`config.mk`:
```
export PLATFORM = sky130hd
export DESIGN_NAME = coap_header_field_parser_unit
export DESIGN_NICKNAME = d
export VERILOG_FILES = /design/src/sv/chfp_pkg.sv /design/src/sv/coap_header_field_parser_unit.sv
export SDC_FILE = /design/constraint.sdc
export NUM_CORES = 1
export LEC_CHECK = 0
export BUFFER_PORTS_ARGS = -buffer_cell sky130_fd_sc_hd__buf_2
export CAP_MARGIN = 20
export CORE_MARGIN = 4
export CORE_UTILIZATION = 56
export DETAILED_ROUTE_END_ITERATION = 7
export GPL_TIMING_DRIVEN = 0
export HOLD_SLACK_MARGIN = 0.08
export PLACE_DENSITY_LB_ADDON = 0.25
export SLEW_MARGIN = 20
export SYNTH_ARGS = -nofsm -noshare
export SYNTH_HDL_FRONTEND = slang
export SYNTH_SLANG_ARGS = --single-unit
```
`constraint.sdc`:
```
create_clock -name clk -period 6 [get_ports clk]
set_input_delay 1.2 -clock clk [delete_from_list [all_inputs] [get_ports clk]]
set_output_delay 1.2 -clock clk [all_outputs]
set_load 0.01 [all_outputs]
```
`src/sv/chfp_pkg.sv`:
```
package chfp_pkg;

	// Field widths
	localparam int BYTE_W    = 8;
	localparam int VALUE_W   = 16;
	localparam int KIND_W    = 4;
	localparam int COUNT_W   = 17;
	localparam int NIBBLE_W  = 4;

	// Result buffer sizing: at most four results per input byte
	localparam int MAX_RES   = 4;
	localparam int RES_IDX_W = $clog2(MAX_RES);
	localparam int RES_CNT_W = RES_IDX_W + 1;

	// Option nibble codes and token limit
	localparam logic [NIBBLE_W-1:0] NIB_EXT8     = 4'd13;
	localparam logic [NIBBLE_W-1:0] NIB_EXT16    = 4'd14;
	localparam logic [NIBBLE_W-1:0] NIB_RESERVED = 4'd15;
	localparam logic [NIBBLE_W-1:0] TOKEN_MAX    = 4'd8;
	localparam logic [BYTE_W-1:0]   MARKER_BYTE  = 8'hFF;

	// Offsets added to extended option lengths
	localparam logic [COUNT_W-1:0] EXT8_BIAS  = 17'd13;
	localparam logic [COUNT_W-1:0] EXT16_BIAS = 17'd269;

	// Error codes carried in the value of an error result
	localparam logic [VALUE_W-1:0] ERR_RESERVED   = 16'd0;
	localparam logic [VALUE_W-1:0] ERR_TOKEN_LONG = 16'd1;
	localparam logic [VALUE_W-1:0] ERR_TRUNCATED  = 16'd2;

	// Parser position within the message
	typedef enum logic [13:0] {
		PH_HDR0    = 14'b00000000000001,
		PH_HDR1    = 14'b00000000000010,
		PH_HDR2    = 14'b00000000000100,
		PH_HDR3    = 14'b00000000001000,
		PH_TOKEN   = 14'b00000000010000,
		PH_OPT     = 14'b00000000100000,
		PH_DX1     = 14'b00000001000000,
		PH_DX2A    = 14'b00000010000000,
		PH_DX2B    = 14'b00000100000000,
		PH_LX1     = 14'b00001000000000,
		PH_LX2A    = 14'b00010000000000,
		PH_LX2B    = 14'b00100000000000,
		PH_VALUE   = 14'b01000000000000,
		PH_PAYLOAD = 14'b10000000000000
	} phase_t;

	// Kind of a reported field
	typedef enum logic [KIND_W-1:0] {
		KIND_VER      = 4'd0,
		KIND_TYPE     = 4'd1,
		KIND_TOKLEN   = 4'd2,
		KIND_CODE     = 4'd3,
		KIND_MSGID    = 4'd4,
		KIND_TOKBYTE  = 4'd5,
		KIND_DELTA    = 4'd6,
		KIND_LEN      = 4'd7,
		KIND_EXTDELTA = 4'd8,
		KIND_EXTLEN   = 4'd9,
		KIND_VALBYTE  = 4'd10,
		KIND_MARKER   = 4'd11,
		KIND_ERROR    = 4'd12
	} kind_t;

	typedef struct packed {
		kind_t               kind;
		logic [VALUE_W-1:0]  value;
	} result_t;

endpackage

```
`src/sv/coap_header_field_parser_unit.sv`:
```
// Channel  | Signals                           | Beat contents (lowest bit up)
// ---------+-----------------------------------+---------------------------------------
// s_axis   | tvalid tready tdata tlast         | tdata: data_byte[7:0]; tlast: final_byte
// m_axis   | tvalid tready tdata tuser tlast   | tdata: field_value[15:0];
//          |                                   | tuser: field_kind[3:0], message_done, 0
//          |                                   | tlast: last_of_run
//
// A byte is decoded from the input register into a four-entry result buffer. One byte is
// taken per cycle while each byte yields at most one result and the output is not stalled; a byte
// that yields k results holds back the next byte until its k results have left through the single
// result port. A byte passes the input register, then the result buffer, before its first result.
// arst_n clears the parser to expect the first header byte of a new message.
// A stalled output holds the buffer; a byte yielding no result is still taken meanwhile.
module coap_header_field_parser_unit
	import chfp_pkg::*;
(
	input  logic                 clk,
	input  logic                 arst_n,
	input  logic                 s_axis_tvalid,
	output logic                 s_axis_tready,
	input  logic [BYTE_W-1:0]    s_axis_tdata,  // [7:0] data_byte
	input  logic                 s_axis_tlast,
	output logic                 m_axis_tvalid,
	input  logic                 m_axis_tready,
	output logic [VALUE_W-1:0]   m_axis_tdata,  // [15:0] field_value
	output logic [7:0]           m_axis_tuser,  // [3:0] field_kind, [4] message_done, [7:5] zero
	output logic                 m_axis_tlast
);

	// Input register
	logic                 valid_s1;
	logic [BYTE_W-1:0]    byte_s1;
	logic                 last_s1;

	// Parser state
	phase_t               phase_q;
	logic [COUNT_W-1:0]   left_q;
	logic [NIBBLE_W-1:0]  delta_q;
	logic [NIBBLE_W-1:0]  length_q;
	logic [BYTE_W-1:0]    acc_q;
	logic                 disc_q;

	// Result buffer
	result_t              res_q [MAX_RES];
	logic                 obuf_valid_q;
	logic [RES_IDX_W-1:0] rd_q;
	logic [RES_IDX_W-1:0] last_idx_q;
	logic                 done_q;

	// Decode outputs
	phase_t               phase_d;
	logic [COUNT_W-1:0]   left_d;
	logic [NIBBLE_W-1:0]  delta_d;
	logic [NIBBLE_W-1:0]  length_d;
	logic [BYTE_W-1:0]    acc_d;
	logic                 disc_d;
	result_t              res [MAX_RES];
	logic [RES_CNT_W-1:0] res_n;

	logic                 in_acc;
	logic                 out_acc;
	logic                 buf_free;
	logic                 consume;

	// Handshake
	assign out_acc       = obuf_valid_q && m_axis_tready;
	assign buf_free      = !obuf_valid_q || (out_acc && (rd_q == last_idx_q));
	assign consume       = valid_s1 && ((res_n == '0) || buf_free);
	assign s_axis_tready = !valid_s1 || consume;
	assign in_acc        = s_axis_tvalid && s_axis_tready;

	// Decode one byte against the parser state
	always_comb begin
		logic               err;
		logic [COUNT_W-1:0] cnt;
		logic [COUNT_W-1:0] dec;
		logic [NIBBLE_W-1:0] dn;
		logic [NIBBLE_W-1:0] ln;

		phase_d  = phase_q;
		left_d   = left_q;
		delta_d  = delta_q;
		length_d = length_q;
		acc_d    = acc_q;
		disc_d   = disc_q;
		err      = 1'b0;
		res_n    = '0;
		cnt      = '0;
		dec      = '0;
		dn       = byte_s1[7:4];
		ln       = byte_s1[3:0];
		for (int i = 0; i < MAX_RES; i++) begin
			res[i] = '{kind: KIND_VER, value: '0};
		end

		if (!disc_q) begin
			case (phase_q)
				PH_HDR0: begin
					res[0] = '{kind: KIND_VER, value: VALUE_W'(byte_s1[7:6])};
					res[1] = '{kind: KIND_TYPE, value: VALUE_W'(byte_s1[5:4])};
					res[2] = '{kind: KIND_TOKLEN, value: VALUE_W'(byte_s1[3:0])};
					res_n  = RES_CNT_W'(3);
					left_d = COUNT_W'(byte_s1[3:0]);
					if (byte_s1[3:0] > TOKEN_MAX) begin
						res[3] = '{kind: KIND_ERROR, value: ERR_TOKEN_LONG};
						res_n  = RES_CNT_W'(4);
						err    = 1'b1;
					end else begin
						phase_d = PH_HDR1;
					end
				end
				PH_HDR1: begin
					res[0]  = '{kind: KIND_CODE, value: VALUE_W'(byte_s1)};
					res_n   = RES_CNT_W'(1);
					phase_d = PH_HDR2;
				end
				PH_HDR2: begin
					acc_d   = byte_s1;
					phase_d = PH_HDR3;
				end
				PH_HDR3: begin
					res[0]  = '{kind: KIND_MSGID, value: {acc_q, byte_s1}};
					res_n   = RES_CNT_W'(1);
					phase_d = (left_q != '0) ? PH_TOKEN : PH_OPT;
				end
				PH_TOKEN, PH_VALUE: begin
					res[0] = '{kind: (phase_q == PH_TOKEN) ? KIND_TOKBYTE : KIND_VALBYTE,
						value: VALUE_W'(byte_s1)};
					res_n  = RES_CNT_W'(1);
					dec    = (left_q != '0) ? left_q - 1'b1 : left_q;
					left_d = dec;
					if (dec == '0) begin
						phase_d = PH_OPT;
					end
				end
				PH_OPT: begin
					if (byte_s1 == MARKER_BYTE) begin
						res[0]  = '{kind: KIND_MARKER, value: VALUE_W'(byte_s1)};
						res_n   = RES_CNT_W'(1);
						phase_d = PH_PAYLOAD;
					end else begin
						delta_d  = dn;
						length_d = ln;
						res[0]   = '{kind: KIND_DELTA, value: VALUE_W'(dn)};
						res[1]   = '{kind: KIND_LEN, value: VALUE_W'(ln)};
						res_n    = RES_CNT_W'(2);
						if (dn == NIB_RESERVED || ln == NIB_RESERVED) begin
							res[2] = '{kind: KIND_ERROR, value: ERR_RESERVED};
							res_n  = RES_CNT_W'(3);
							err    = 1'b1;
						end else if (dn == NIB_EXT8) begin
							phase_d = PH_DX1;
						end else if (dn == NIB_EXT16) begin
							phase_d = PH_DX2A;
						end else if (ln == NIB_EXT8) begin
							phase_d = PH_LX1;
						end else if (ln == NIB_EXT16) begin
							phase_d = PH_LX2A;
						end else begin
							left_d  = COUNT_W'(ln);
							phase_d = (ln != '0) ? PH_VALUE : PH_OPT;
						end
					end
				end
				PH_DX1, PH_DX2B: begin
					res[0] = '{kind: KIND_EXTDELTA,
						value: (phase_q == PH_DX1) ? VALUE_W'(byte_s1) : {acc_q, byte_s1}};
					res_n  = RES_CNT_W'(1);
					// Move on to the length part of the option
					if (length_q == NIB_EXT8) begin
						phase_d = PH_LX1;
					end else if (length_q == NIB_EXT16) begin
						phase_d = PH_LX2A;
					end else begin
						left_d  = COUNT_W'(length_q);
						phase_d = (length_q != '0) ? PH_VALUE : PH_OPT;
					end
				end
				PH_DX2A: begin
					acc_d   = byte_s1;
					phase_d = PH_DX2B;
				end
				PH_LX2A: begin
					acc_d   = byte_s1;
					phase_d = PH_LX2B;
				end
				PH_LX1, PH_LX2B: begin
					if (phase_q == PH_LX1) begin
						res[0] = '{kind: KIND_EXTLEN, value: VALUE_W'(byte_s1)};
						cnt    = COUNT_W'(byte_s1) + EXT8_BIAS;
					end else begin
						res[0] = '{kind: KIND_EXTLEN, value: {acc_q, byte_s1}};
						cnt    = COUNT_W'({acc_q, byte_s1}) + EXT16_BIAS;
					end
					res_n   = RES_CNT_W'(1);
					left_d  = cnt;
					phase_d = (cnt != '0) ? PH_VALUE : PH_OPT;
				end
				PH_PAYLOAD: begin
					// Drop payload bytes
				end
				default: begin
					phase_d = PH_HDR0;
				end
			endcase

			// Flag an error or a message cut short
			if (err) begin
				if (!last_s1) begin
					disc_d = 1'b1;
				end
			end else if (last_s1 && phase_d != PH_OPT && phase_d != PH_PAYLOAD) begin
				res[res_n[RES_IDX_W-1:0]] = '{kind: KIND_ERROR, value: ERR_TRUNCATED};
				res_n = res_n + 1'b1;
			end
		end

		// Restart on the final byte of a message
		if (last_s1) begin
			phase_d  = PH_HDR0;
			left_d   = '0;
			delta_d  = '0;
			length_d = '0;
			acc_d    = '0;
			disc_d   = 1'b0;
		end
	end

	// Input register
	always_ff @(posedge clk or negedge arst_n) begin
		if (!arst_n) begin
			valid_s1 <= 1'b0;
		end else if (in_acc) begin
			valid_s1 <= 1'b1;
		end else if (consume) begin
			valid_s1 <= 1'b0;
		end
	end

	always_ff @(posedge clk) begin
		if (in_acc) begin
			byte_s1 <= s_axis_tdata;
			last_s1 <= s_axis_tlast;
		end
	end

	// Advance parser state as each byte is consumed
	always_ff @(posedge clk or negedge arst_n) begin
		if (!arst_n) begin
			phase_q  <= PH_HDR0;
			left_q   <= '0;
			delta_q  <= '0;
			length_q <= '0;
			acc_q    <= '0;
			disc_q   <= 1'b0;
		end else if (consume) begin
			phase_q  <= phase_d;
			left_q   <= left_d;
			delta_q  <= delta_d;
			length_q <= length_d;
			acc_q    <= acc_d;
			disc_q   <= disc_d;
		end
	end

	// Result buffer control
	always_ff @(posedge clk or negedge arst_n) begin
		if (!arst_n) begin
			obuf_valid_q <= 1'b0;
			rd_q         <= '0;
			last_idx_q   <= '0;
			done_q       <= 1'b0;
		end else if (consume && res_n != '0) begin
			obuf_valid_q <= 1'b1;
			rd_q         <= '0;
			last_idx_q   <= RES_IDX_W'(res_n - 1'b1);
			done_q       <= last_s1;
		end else if (out_acc) begin
			if (rd_q == last_idx_q) begin
				obuf_valid_q <= 1'b0;
			end else begin
				rd_q <= rd_q + 1'b1;
			end
		end
	end

	// Hold the results of one byte
	always_ff @(posedge clk) begin
		if (consume && res_n != '0) begin
			for (int i = 0; i < MAX_RES; i++) begin
				res_q[i] <= res[i];
			end
		end
	end

	// Drive the output beat
	assign m_axis_tvalid = obuf_valid_q;
	assign m_axis_tdata  = res_q[rd_q].value;
	assign m_axis_tlast  = (rd_q == last_idx_q);
	assign m_axis_tuser  = {3'b000, done_q && (rd_q == last_idx_q), res_q[rd_q].kind};

endmodule

```
# Word level (Yosys, flattened, before mapping)
# Memories as Yosys holds them, arrays and structs flattened.
# Index checks and enable logic that the tools add are counted.
[totals]
mem_count = 1
inputBits = 13
output_inout_bits = 27
ramBits = 80
regBits = 60
word_cells = 186
[classes]
order_cmp = 3
n_addsub = 6
n_eq_ne = 37
n_bitwise = 4
n_reduce_logical = 39
muxes = 84
[mem_list]
columns = ["name", "words", "width", "rd", "rd_ports_with_merged_regs", "write_ports", "line", "source"]
rows = [
  ["res_q", 4, 20, 1, 0, 4, "coap_header_field_parser_unit.sv:44", "result_t res_q [MAX_RES];"],
]
[ops]
columns = ["op", "count"]
rows = [
  ["80-bit two-way mux", 3],
  ["17-bit two-way mux", 14],
  ["14-bit one-hot mux with 11 select lines", 1],
  ["14-bit two-way mux", 10],
  ["20-bit two-way mux", 7],
  ["20-bit one-hot mux with 7 select lines", 1],
  ["17-bit one-hot mux with 5 select lines", 1],
  ["13-bit two-way mux", 6],
  ["39-bit one-hot mux with 2 select lines", 1],
  ["68-bit bitwise AND", 1],
  ["68-bit inverter", 1],
  ["20-bit demux with 2-bit select", 1],
  ["40-bit two-way mux", 1],
  ["39-bit two-way mux", 1],
  ["17-bit nonzero test", 2],
  ["4-bit equality test (second input constant)", 8],
  ["16-bit two-way mux", 2],
  ["8-bit two-way mux", 3],
  ["3-bit != test (second input constant)", 8],
  ["4-bit two-way mux", 5],
  ["16-bit by 9-bit adder with 17-bit output (second input constant)", 1],
  ["17-bit logical NOT", 1],
  ["17-bit by 1-bit subtractor with 17-bit output (second input constant)", 1],
  ["1-bit two-way mux", 15],
  ["other kinds (49)", 78],
]

# Logic depth before layout (Yosys ltp)
# Gate-level depths: netlist of the first run.
[depth]
ltp_word = 22
mapped_depth = 20
depth_no_buf = 16

# Worst setup path before layout of the first run
# No wires, ideal clock.
[synth_path]
path_kind = "flip-flop to output port"
from = "register left_q[0]"
to = "output s_axis_tready"
required_ns = 4.800
path_buffers = 2
setup_slack_ns = 0.836
path_stages_with_launch = 16
t_arrival_ns = 3.963
cell_sequence = "dfrtp_1 -> clkbuf_1 -> inv_1 -> ha_1 -> nor3b_1 -> nand4_1 -> mux2_2 -> or4_1 -> o41ai_4 -> a21oi_1 -> clkbuf_1 -> o211ai_1 -> ha_1 -> o21ai_0 -> o21ai_0 -> or2_2"
[synth_via]
elab_chain_len = 16
word_cells_on_any_way = 19
classes_between = "add/sub (1); eq/ne (2); mux (8); reduce/logical (8)"
[synth_rtl]
columns = ["item", "line", "source"]
rows = [
  ["start, declared", "coap_header_field_parser_unit.sv:37", "logic [COUNT_W-1:0] left_q;"],
  ["start signal, assigned", "coap_header_field_parser_unit.sv:258", "left_q <= left_d;"],
  ["17-bit by 1-bit subtractor with 17-bit output or 17-bit nonzero test (tied branches)", "coap_header_field_parser_unit.sv:130, coap_header_field_parser_unit.sv:124", ""],
  ["17-bit two-way mux", "coap_header_field_parser_unit.sv:130", "dec = (left_q != '0) ? left_q - 1'b1 : left_q;"],
  ["17-bit logical NOT", "coap_header_field_parser_unit.sv:132", "if (dec == '0) begin"],
  ["14-bit two-way mux", "coap_header_field_parser_unit.sv:132", ""],
  ["14-bit one-hot mux with 11 select lines (*)", "coap_header_field_parser_unit.sv:97", "case (phase_q)"],
  ["14-bit two-way mux (*)", "coap_header_field_parser_unit.sv:96", "if (!disc_q) begin"],
  ["14-bit by 6-bit != test with 1-bit output", "coap_header_field_parser_unit.sv:212", "end else if (last_s1 && phase_d != PH_OPT && phase_d != PH_PAYLOAD) begin"],
  ["1-bit logical AND", "coap_header_field_parser_unit.sv:212", ""],
  ["1-bit logical AND (*)", "coap_header_field_parser_unit.sv:212", ""],
  ["3-bit two-way mux (*)", "coap_header_field_parser_unit.sv:212", ""],
  ["3-bit two-way mux (*)", "coap_header_field_parser_unit.sv:208", "if (err) begin"],
  ["3-bit two-way mux (*)", "coap_header_field_parser_unit.sv:96", ""],
  ["3-bit logical NOT (*)", "coap_header_field_parser_unit.sv:68", "assign consume = valid_s1 && ((res_n == '0) || buf_free);"],
  ["1-bit logical OR (*)", "coap_header_field_parser_unit.sv:68", ""],
  ["1-bit logical AND (*)", "coap_header_field_parser_unit.sv:68", ""],
  ["1-bit logical OR (*)", "coap_header_field_parser_unit.sv:69", "assign s_axis_tready = !valid_s1 || consume;"],
  ["end, declared", "coap_header_field_parser_unit.sv:20", "output logic s_axis_tready,"],
]
# Mark *: on every way between the ends. The rest lies on a longest branch, timed or not. The select of a mux whose other input is x is not followed.

# Final worst setup path of the first run
[layout_path]
from = "register left_q[4]"
to = "output s_axis_tready"
# The elaborated chain is that of the path after synthesis.

==> results.md, run 1 <==
- Dividing the final minimum period by the clock period gives 0.967.
- The library cells used most frequently in the layout, excluding fill and tap cells, are nand2_1, nor2_1, o21ai_0, dfrtp_1, edfxtp_1.
- The number of I/O pins is 40.
- The signal on the critical path passes through buf_2 -> or4_1 -> clkbuf_1 -> o31ai_1 -> a31oi_1 -> or4_1 -> o41ai_4 -> a21oi_4 -> nand2b_1 -> o211ai_1 -> ha_1 -> o21ai_0 -> o21ai_2 -> or2_2 -> buf_2.
- Internal power comes to roughly 2000 uW.
- The floorplan step set the die width to ~110 um.
- The buffer and inverter count on the worst path is 3.
- The remaining global-route overflow is 0.
- The worst path in the final design needs a cycle of slightly below 6 ns, including I/O delays and setup.
- The analysis attributes to net switching a power of around 1900 uW.
- The global-route total usage across every layer is 0.292.
- After synthesis the netlist holds a flip-flop and latch count of 97.
- Setup violations remaining at the end of the flow were counted as 0.
- For the worst setup path, the data required time is between 4 and 5 ns.
- The power per unit of standard cell area is roughly 550 nW/um^2.
- The family with the most delay on the worst path is simple AND/OR/NAND/NOR gates.
- The worst reg-to-reg path cell count is 16.
- The clock reaches the later pin of the worst-skew pair after approximately 0.36 ns.
- The count of yosys warnings during synthesis is 0.
- The routed wirelength normalized by instance count is ~21 um.
- After detailed routing, the total wire length is about 19 mm.
- Of the total synthesized cell area, the portion taken by AND, OR, NAND and NOR gates is 0.228.
- The congestion estimate from routability-driven global placement came to about 1.0.
- The number of iterations in the first detailed-routing pass is 5.
- The leading cell type in the layout, fill and taps excluded is nand2_1.
- Of the cells placed in the final design, the portion with a size suffix greater than 1 is 0.140.
- The run finished with clean final reports.
- Across the VDD grid, the largest voltage drop is 0.000417 V.
- The critical-path maximum fanout is 15.
- The total clock buffers created by CTS is 9.
- The cell sitting at the root of the clock tree is a clkbuf_16.
- The die area is 13100 sq um.
- The number of buffers inserted by port buffering is 36.
- By area, the combinational part of the netlist is dominated by simple AND/OR/NAND/NOR gates.
- The startpoint kind of the worst setup timing path is a flip-flop.
- The post-synthesis xor/xnor area fraction is 0.0346.
- Setup repair after global routing left no endpoint under its margin.
- The maximum number of pins on one net before global-route repair is 52.
- The depth of the worst hold-timing path is 1.
- The synthesized-area fraction occupied by ao, oa, aoi and oai cells is 0.202.
- The maximum achievable frequency is about 170 MHz.
- After synthesis, the share of cell area in mux cells is 0.0429.
- The floorplan has 38 rows.
- The fraction of registers with async set/reset is 0.526.
- In this run the number of H-tree levels came out at 3.
- The clock tree from TritonCTS is built.
- The core region is 10900 sq um.
- The clock input transition at the sequential cells of the worst setup and hold paths is 0.08 ns.
- Headroom to the max-slew limit came out at 0.458.
- The wire length of the first global-routing pass is just under 30 mm.
- The clock network power share is 0.160.
- The die extent in y is between 100 and 150 um.
- Once detail routing completed, the nets flagged for antenna violations numbered 0.
- The total count of max-transition violations in the final report is 0.
- The stage delay of the slowest cell on the critical path is ~0.63 ns.
- The cell area that synthesis handed to floorplanning was 6320 sq um.
- The maximum root-to-sink buffer count is 2.
- The endpoint kind of the worst setup timing path is an output pin.
- The worst setup slack after placement is -0.123 ns.
- The synthesized netlist cell count is 681.
- The worst hold path belongs to the class reg2reg.
- The adder and majority cell fraction of the synthesized area is 0.0257.
- The violation count after the first detailed-routing iteration is just under 800.
- Clock tree synthesis found a total of a little under 100 sinks.
- The final count of hold timing violations was 0.
- The critical path crosses 15 cells after its start point.
- For this run, design rule violations remaining after detail routing come to 0.
- The startpoint-to-endpoint class of the critical path is reg2out.
- The number of vias in the routed layout is ~5800.
- The number of max-cap violations is 0.
- For this configuration, the core starts out at a cell density of 0.578.
- The analysis attributes to cell leakage a power of 0.00284 uW.
- The via-per-instance ratio is 6.65.
- The number of synthesized flops with an enable pin is between 40 and 50.
- The number of global-route vias before repair came to about 5500.
- From synthesis to final layout, the design area changed by 11.8%.
- The sequential group share of total power is 0.280.
- Clock skew on the completed layout was measured at around 0.015 ns.
- The repair_antennas step left the layout with diodes totalling 0.
- The number of antenna violations at the first check in global routing was 0.
- The mean instance size in the synthesized netlist is around 9.3 sq um.
- The number of buffers added to fix hold violations after cts is 0.
- For this run, the register share of the synthesized area comes to 0.421.
- Among all flip-flop cells after synthesis, the most frequent one is dfrtp_1.
- The library cell contributing the largest single delay on the critical path is or4_1.
- Of the total power, the share spent switching nets is 0.477.
- The wire-length estimate of the detail-placed layout is 14.1 mm.
- The transition at the pin with the smallest max-transition slack is 0.809 ns.
- The layout net count is between 700 and 800.
- Synthesis instantiated between 70 and 80 different standard cells from the library.
- Data arrives at the worst endpoint at between 4 and 5 ns.
- After layout, the worst setup slack is roughly 0.2 ns.
- Adding up every negative setup slack in the final design gives 0 ns.
- Of the total power, combinational logic draws 0.560.
worst register-to-register path: stages (launching register included):
cell       delay (ns)
dfrtp_1          0.36
buf_2            0.19
or4_1            0.53
clkbuf_1         0.19
o31ai_1          0.30
a31oi_1          0.13
or4_1            0.63
o41ai_4          0.47
a21oi_4          0.21
mux2i_1          0.26
ha_1             0.17
o21ai_0          0.14
a21boi_0         0.68
o2111ai_2        0.41
or3_1            0.42
clkbuf_1         0.24
o21ai_1          0.22
layer usage:
layer,part of all wire,track usage
met5,0,0
met1,0.42,0.398
met4,0.032,0.116
met3,0.083,0.0433
met2,0.47,0.472
synth_stat cells, drive strengths merged, types with 3 or more instances:
| master | n | area (sq um) |
|---|---|---|
| nor4b | 7 | 67.6 |
| nor3 | 19 | 95.1 |
| a211oi | 5 | 37.5 |
| edfxtp | 46 | 1380 |
| o41ai | 11 | 115 |
| and2 | 34 | 213 |
| xor2 | 11 | 96.3 |
| inv | 22 | 82.6 |
| mux4 | 4 | 90.1 |
| buf | 8 | 45.0 |
| nand2 | 51 | 191 |
| or3b | 3 | 26.3 |
| nand2b | 6 | 37.5 |
| or4 | 6 | 48.8 |
| nand3 | 13 | 65.1 |
| xnor2 | 14 | 123 |
| clkbuf | 43 | 161 |
| and4 | 3 | 26.3 |
| a21oi | 32 | 160 |
| or3 | 8 | 50.1 |
| nor4 | 12 | 93.8 |
| nand4 | 17 | 106 |
| dfrtp | 50 | 1250 |
| a41oi | 4 | 35.0 |
| and3 | 7 | 43.8 |
| a22oi | 16 | 120 |
| or4b | 4 | 40.0 |
| nor2 | 51 | 191 |
| a31oi | 5 | 31.3 |
| a32oi | 7 | 61.3 |
| o21ai | 60 | 300 |
| mux2i | 8 | 80.1 |
| nor2b | 3 | 18.8 |
| nor3b | 5 | 37.5 |
| a222oi | 3 | 30.0 |
| o31ai | 13 | 97.6 |
| a21o | 7 | 52.6 |
| or2 | 7 | 43.8 |
| mux2 | 9 | 101 |
| ha | 13 | 163 |
| o211ai | 4 | 35.0 |
sequential cells by signal (all words and copies together) (netlist names):
signal         count
valid_s1           1
byte_s1            8
left_q            17
last_s1            1
m_axis_tvalid      1
acc_q              8
rd_q               2
done_q             1
length_q           4
last_idx_q         2
disc_q             1
res_q             37
phase_q           14
metrics by stage:
step / std cells / instance area [sq um] / power, uW / util / hold slack [ns]
floorplan: 683 / 6330 / 2530 / - / 0.471
global placement: 859 / 6690 / 3150 / 0.611 / 0.484
detailed placement: 859 / 6690 / 3190 / 0.612 / 0.498
CTS: 875 / 7020 / 3820 / 0.642 / 0.514
global route: 874 / 7070 / 4120 / 0.647 / 0.542
finish: 874 / 7070 / 3880 / 0.647 / 0.517
cell families after synthesis:
family | Yosys count
other | 1
flip-flops | 97
multiplexers | 21
AO/OA/AOI/OAI | 190
AND/OR/NAND/NOR | 261
buffers and inverters | 73
XOR/XNOR | 25
adder cells (fa/ha/maj) | 13
timing repair:
item                                    4_1_cts  5_1_grt
setup buffers                                 1        0
endpoints found under the setup margin       10       18
pin swaps                                     1        0
hold endpoints to repair                      0        0
gates resized for setup                       4        8
power by group through the flow:
stage          registers [uW]  clock network [uW]  logic (uW)
3_5_place_dp             1090                   0        2100
3_3_place_gp             1080                   0        2060
5_1_grt                  1110                 652        2350
6_report                 1090                 622        2170
2_1_floorplan            1050                   0        1480
4_1_cts                  1080                 622        2120
final timing paths:
path / from / endpoint / slack [ns]
max: left_q[4]$_DFFE_PN0P_ / s_axis_tready / 0.20
min: done_q$_DFFE_PN0P_ / done_q$_DFFE_PN0P_ / 0.52
max reg2reg: left_q[4]$_DFFE_PN0P_ / left_q[15]$_DFFE_PN0P_ / 0.37
min reg2reg: done_q$_DFFE_PN0P_ / done_q$_DFFE_PN0P_ / 0.52
max in group asynchronous: arst_n / disc_q$_DFFE_PN0P_ / 4.67
min in group asynchronous: arst_n / left_q[15]$_DFFE_PN0P_ / 0.87
cell type report:
| type | count | area (sq um) |
|---|---|---|
| well taps | 140 | 175 |
| fillers | 905 | 3860 |
| clock inverters | 6 | 78.8 |
| flip-flops and latches | 97 | 2660 |
| multi-input cells | 513 | 3450 |
| inverters | 22 | 82.6 |
| plain buffers | 49 | 199 |
| repair buffers | 37 | 190 |
| clock buffers | 10 | 239 |
(Power assumes the default switching activity.)
==> run 2: changes to the inputs <==
--- a/config.mk
+++ b/config.mk
@@ -12,6 +12,7 @@
 export DETAILED_ROUTE_END_ITERATION = 7
 export GPL_TIMING_DRIVEN = 0
 export HOLD_SLACK_MARGIN = 0.08
+export MAX_ROUTING_LAYER = met4
 export PLACE_DENSITY_LB_ADDON = 0.25
 export SLEW_MARGIN = 20
 export SYNTH_ARGS = -nofsm -noshare
==> run 2 against run 1 <==
Compared with the run above:
- critical path depth grew 1
- worst hold slack lost 0.0089 ns
- register-to-register slack gained 0.09 ns
- non-clock buffer count grew 1
- combinational power is essentially flat
- largest cell class unchanged
- highest routed layer unchanged
==> results.md, run 2 (synthesized netlist as in run 1, its figures left out) <==
- The die area is between 10000 and 15000 sq um.
- The first global-routing pass estimated 30.0 mm of wire.
- Clock tree synthesis found a total of 97 sinks.
- The effective utilization at floorplan is 0.578.
- The maximum number of pins on one net before global-route repair is 52.
- Max-cap violations in this run came to 0.
- The post-detailed-route count of antenna-violating nets is 0.
- The worst path in the final design needs a cycle of between 5 and 6 ns, including I/O delays and setup.
- res_q holds more flip-flops than any other register.
- The area growth from synthesis to final layout is 12.0%.
- The run finished with clean final reports.
- After the first detailed-routing iteration, the DRC count stood at approximately 760.
- CTS built an H-tree with a depth of 3.
- The total clock buffers created by CTS is 9.
- The clock arrives with about 0.014 ns of skew.
- The via-per-instance ratio is ~6.6.
- The clock tree root buffer cell is clkbuf_16.
- The launching element of the worst setup path is left_q[6]$_DFFE_PN0P_.
- The startpoint identified for the worst hold timing path is done_q$_DFFE_PN0P_.
- For this run, the share of the core covered by cells in the final layout is 0.648.
- The HPWL reported at the end of detailed placement is 14.0 mm.
- The number of vias in the routed layout is just under 6000.
- The die extent in y is 114 um.
- Along the worst path, the maximum fanout reaches 10.
- The transition at the pin with the smallest max-transition slack is between 0.8 and 0.9 ns.
- The worst hold margin is 0.508 ns.
- The count of endpoints failing setup in the final report is 0.
- The leading cell type in the layout, fill and taps excluded is nand2_1.
- The leakage component of the power is about 0.0028 uW.
- The final instance count without filler cells is about 880.
- The total count of max-transition violations in the final report is 0.
- The source of the worst register-to-register timing path is left_q[6]$_DFFE_PN0P_.
- The peak supply drop is between 0.0004 and 0.0005 V.
- The endpoint kind of the worst setup timing path is an output pin.
- The portion of the clock cycle consumed by the worst path in the final layout is 0.960.
- The share of layout cells above drive strength 1 is 0.147.
- The final count of hold timing violations is 0.
- The number of I/O pins is 40.
- After filler insertion, the fill cell instance count of the layout stands at approximately 900.
- The startpoint kind of the worst setup timing path is a flip-flop.
- The number of buffers inserted by port buffering is 36.
- The power per unit of standard cell area is between 500 and 600 nW/um^2.
- The maximum root-to-sink buffer count is 2.
- The placed instance count is around 860.
- Summed over all layers, the global routing overflow is 0.
- Data on the critical path is required at its endpoint by 4.80 ns.
- The weighted congestion at the end of routability-driven global placement is 1.07.
- The layout net count is between 700 and 800.
- Dividing the detail-routed wire length by the instance count gives approximately 22 um.
- TritonCTS built the clock tree.
- The die is approximately 110 um wide.
- The clock latency reported for the late side of the worst-skew pair is ~0.37 ns.
- The aggregate negative setup slack is 0 ns.
- The DRC violation count after routing is 0.
- The number of global-route vias before repair was between 5000 and 6000.
- In this run the core area contains 38 standard-cell rows.
- Leaving out fill and tap cells, the most frequent cells in the layout are nand2_1, nor2_1, o21ai_0, dfrtp_1, edfxtp_1.
- Static timing analysis puts the maximum clock frequency at 174 MHz.
- The region available for standard cell placement spans ~11000 sq um.
- The critical path in this run is classified as reg2out.
- The register with the most flip-flops in the layout has 37 of them.
- For this run, the detailed router's first-pass iteration total came to 5.
- The path category of the worst min-delay check is reg2reg.
- The worst slew margin relative to its limit is 0.446.
- Data on the critical path arrives at its endpoint at approximately 4.6 ns.
- The global-route total usage across every layer is 0.309.
- The final routed wirelength across all metal layers is between 15 and 20 mm.
- 0 antenna diodes ended up in the layout.
- The clock input transition at the sequential cells of the worst setup and hold paths is roughly 0.070 ns.
- The largest registers in the layout are res_q (37), left_q (17), phase_q (14).
- The number of antenna violations at the first check in global routing came to 0.
[run 2: worst paths after layout]
check,cells past startpoint,slack [ns],endpoint
max,16,0.24,s_axis_tready
min,1,0.51,done_q$_DFFE_PN0P_
max reg2reg,17,0.46,left_q[15]$_DFFE_PN0P_
min reg2reg,1,0.51,done_q$_DFFE_PN0P_
max in group asynchronous,1,4.66,phase_q[7]$_DFFE_PN0P_
min in group asynchronous,1,0.87,left_q[11]$_DFFE_PN0P_
[run 2: area by class of cell]
type                            count  area [sq um]  share of cell area
Buffer                             49           201              0.0284
Timing Repair Buffer               38           198              0.0279
Multi-Input combinational cell    513          3460               0.489
Sequential cell                    97          2660               0.375
Clock buffer                       10           229              0.0323
Inverter                           22          82.6              0.0117
Tap cell                          140           175              0.0247
Clock inverter                      6          73.8              0.0104
[run 2: timing repair]
action | 4_1_cts | 5_1_grt
hold buffers | 0 | 0
setup buffers | 1 | 1
pin swaps | 1 | 2
setup endpoints to repair | 3 | 1
resized for setup | 8 | 11
[run 2: per-layer routing]
layer	GRT usage	vias up	routed length [um]
met3	0.0613	57	1590
met5	-	-	0
met2	0.470	328	8770
met4	0.116	0	672
met1	0.413	2782	7910
li1	-	2648	-
[run 2: stage by stage]
stage,power [uW],worst slack [ns],cell area [sq um]
finish,3890,0.243,7080
floorplan,2530,0.837,6330
global route,4120,-0.0381,7080
detailed placement,3190,-0.152,6690
CTS,3810,0.0163,7040
global placement,3140,-0.0810,6690
[run 2: worst max-delay path, cell delays in order (launching register included)]
cell	delay, ns
dfrtp_1	0.36
clkbuf_1	0.21
or4_1	0.50
clkbuf_1	0.19
or2_2	0.36
o21ai_0	0.26
nand4_1	0.24
o41ai_4	0.47
a21oi_2	0.20
buf_2	0.25
nand2b_1	0.09
o211ai_1	0.09
ha_1	0.20
o21ai_0	0.15
o21ai_2	0.18
or2_2	0.30
buf_2	0.14
[run 2: power by group]
| part | switching, uW | total, uW | internal, uW |
|---|---|---|---|
| Clock | 275 | 604 | 329 |
| Combinational | 1440 | 2180 | 739 |
| Sequential | 140 | 1100 | 962 |
| Total | 1860 | 3890 | 2030 |
==> run 3: changes to the inputs <==
--- a/config.mk
+++ b/config.mk
@@ -8,7 +8,7 @@
 export BUFFER_PORTS_ARGS = -buffer_cell sky130_fd_sc_hd__buf_2
 export CAP_MARGIN = 20
 export CORE_MARGIN = 4
-export CORE_UTILIZATION = 56
+export CORE_UTILIZATION = 62
 export DETAILED_ROUTE_END_ITERATION = 7
 export GPL_TIMING_DRIVEN = 0
 export HOLD_SLACK_MARGIN = 0.08
==> run 3 against run 2 <==
Compared with the run above:
- worst setup slack worse by 0.088 ns
- worst hold slack improved by 0.010 ns
- sequential share of layout area up 0.84 points
- clock-buffer cell count decreased by 1
- non-clock buffer count down 3
- wire length decreased by 1.1%
- critical path type is now reg2reg
- critical endpoint is now phase_q[6]$_DFFE_PN0P_
- largest power group unchanged
==> results.md, run 3 (synthesized netlist as in run 1, its figures left out) <==
- TritonCTS built the clock tree.
- The largest registers in the layout are res_q (37), left_q (17), phase_q (14).
- In this run, CTS created clock tree buffers numbering 9.
- The die covers about 12000 sq um.
- The run finished with clean final reports.
- STA classifies the critical path startpoint as a flip-flop.
- The clock latency reported for the late side of the worst-skew pair is 0.38 ns.
- The number of global-route vias before repair is ~5600.
- The violation count after the first detailed-routing iteration is 674.
- The detail route stage leaves a number of antenna-violating nets equal to 0.
- The remaining global-route overflow is 0.
- The final worst clock skew is 0.0124 ns.
- The path category of the worst min-delay check is reg2reg.
- Setup violations remaining at the end of the flow were counted as 0.
- The peak supply drop is 0.000549 V.
- The clock drives 97 sinks.
- The maximum number of pins on one net before global-route repair is 52.
- The final routed wirelength across all metal layers is about 19 mm.
- The register ranked first by flip-flop count is res_q.
- Of the available clock period, the critical path in the final layout requires 0.974.
- The maximum root-to-sink buffer count is 2.
- The worst slew margin relative to its limit is 0.437.
- After clock tree synthesis, the clock-pin slew on the worst setup and hold paths is approximately 0.11 ns.
- The leading cell type in the layout, fill and taps excluded is nand2_1.
- The DRC violation count after routing is 0.
- For this run, the top clock speed supported by timing is 171 MHz.
- The via-per-instance ratio is 6.78.
- The register with the most flip-flops in the layout has 37 of them.
- The congestion estimate from routability-driven global placement came to between 1 and 1.5.
- Compared with the post-synthesis result, the final layout area differs by 9.64%.
- The power per unit of standard cell area is around 530 nW/um^2.
- For the final routed database, the setup TNS stands at 0 ns.
- The number of I/O pins is 40.
- In this run the worst path has a maximum fanout of 15.
- The top cell types in the final layout, fill and taps aside, are nand2_1, nor2_1, o21ai_0.
- The final count of hold timing violations is 0.
- The floorplan has 36 rows.
- The HPWL after detailed placement is between 10 and 15 mm.
- In this run the static leakage power is about 0.0028 uW.
- The H-tree depth is 3.
- Detailed routing inserted a total of between 5000 and 6000 vias.
- The tree is rooted in a clkbuf_8.
- For this run, the total global-route usage over all layers was measured as 0.334.
- At the placement stage, the worst setup path has a slack of -0.323 ns.
- The number of buffers added to fix hold violations after cts is 0.
- The number of antenna repair diodes is 0.
- In the final layout, the share of cells above drive strength 1 is 0.141.
- Max-cap violations in this run came to 0.
- The time the final worst path needs with I/O delays and setup is ~5.8 ns.
- The signal arrival time at the worst endpoint is 6.06 ns.
- The total count of max-transition violations in the final report was 0.
- The worst hold margin is 0.518 ns.
- The number of buffers inserted by port buffering is 36.
- The width of the die is 109 um.
- The smallest setup slack after layout is 0.154 ns.
- The floorplan step set the die height to 109 um.
- The floorplan step defined a core boundary enclosing about 9900 sq um.
- The number of iterations in the first detailed-routing pass is 6.
- The net count of the finished layout is 753.
- STA classifies the critical path endpoint as a flip-flop.
- The startpoint-to-endpoint class of the critical path is reg2reg.
- The first global-routing pass estimated a little under 30 mm of wire.
- The transition at the pin with the smallest max-transition slack is roughly 0.84 ns.
- The register-to-register path setup slack is about 0.15 ns.
- The number of antenna violations at the first check in global routing is 0.
- The effective utilization at floorplan is 0.641.
- Data on the critical path is required at its endpoint by between 6 and 7 ns.
- The routed wirelength normalized by instance count is approximately 22 um.
run 3: cell types whose count changed in the layout (fill, tap and decap cells not counted), sizes merged:
cell / before / now
clkinv: 0 / 2
clkbuf: 50 / 48
buf: 47 / 45
inv: 25 / 26
bufinv: 1 / 0
clkinvlp: 2 / 1
run 3: path summary, 6_finish.rpt:
| check | start | end | depth (start not counted) |
|---|---|---|---|
| worst max-delay path | left_q[6]$_DFFE_PN0P_ | phase_q[6]$_DFFE_PN0P_ | 16 |
| worst min-delay path | done_q$_DFFE_PN0P_ | done_q$_DFFE_PN0P_ | 1 |
| worst max register to register | left_q[6]$_DFFE_PN0P_ | phase_q[6]$_DFFE_PN0P_ | 16 |
| worst min register to register | done_q$_DFFE_PN0P_ | done_q$_DFFE_PN0P_ | 1 |
| max in group asynchronous | arst_n | left_q[0]$_DFFE_PN0P_ | 1 |
| min in group asynchronous | arst_n | left_q[11]$_DFFE_PN0P_ | 1 |
run 3: metal layers:
metal / track usage / share of wire / vias to the layer above / routed length (um)
met3: 0.0539 / 0.085 / 68 / 1590
li1: - / - / 2646 / -
met4: 0.132 / 0.037 / 0 / 702
met2: 0.525 / 0.47 / 388 / 8870
met1: 0.434 / 0.40 / 2762 / 7570
met5: - / 0 / - / 0
run 3: cell type report:
cell class                      instances  area (sq um)
Timing Repair Buffer                   37           190
Fill cell                             761          2930
Multi-Input combinational cell        513          3460
Inverter                               22          82.6
Tap cell                              133           166
Sequential cell                        97          2660
Clock buffer                            9           124
Clock inverter                          7          60.1
Buffer                                 47           191
run 3: power by group:
group	total, uW	switching (uW)	internal (uW)
clock	417	258	160
combinational	2170	1440	729
sequential	1110	146	961
run 3: metrics by stage:
| step | util | cell area (sq um) | cells | total power (uW) |
|---|---|---|---|---|
| floorplan | - | 6330 | 683 | 2530 |
| global placement | 0.677 | 6680 | 852 | 3120 |
| detailed placement | 0.677 | 6680 | 852 | 3190 |
| CTS | 0.702 | 6930 | 867 | 3620 |
| global route | 0.703 | 6930 | 865 | 3930 |
| finish | 0.703 | 6930 | 865 | 3690 |
run 3: critical path, stage by stage, from the launching register on:
cell and delay, ns:
dfrtp_1 0.39, clkbuf_1 0.21, or4_1 0.50, clkbuf_1 0.18
o31ai_1 0.25, a31oi_1 0.11, or4_1 0.61, o41ai_4 0.53
a21oi_4 0.22, o211ai_1 0.26, ha_1 0.17, o21ai_0 0.15
a21boi_0 0.71, o211ai_2 0.31, or2_1 0.31, buf_2 0.19
o41ai_1 0.57
run 3: timing repair:
item / CTS / global route
pin swaps: 1 / 0
buffers inserted: 1 / 0
endpoints found under the setup margin: 22 / 2
resized for setup: 11 / 3
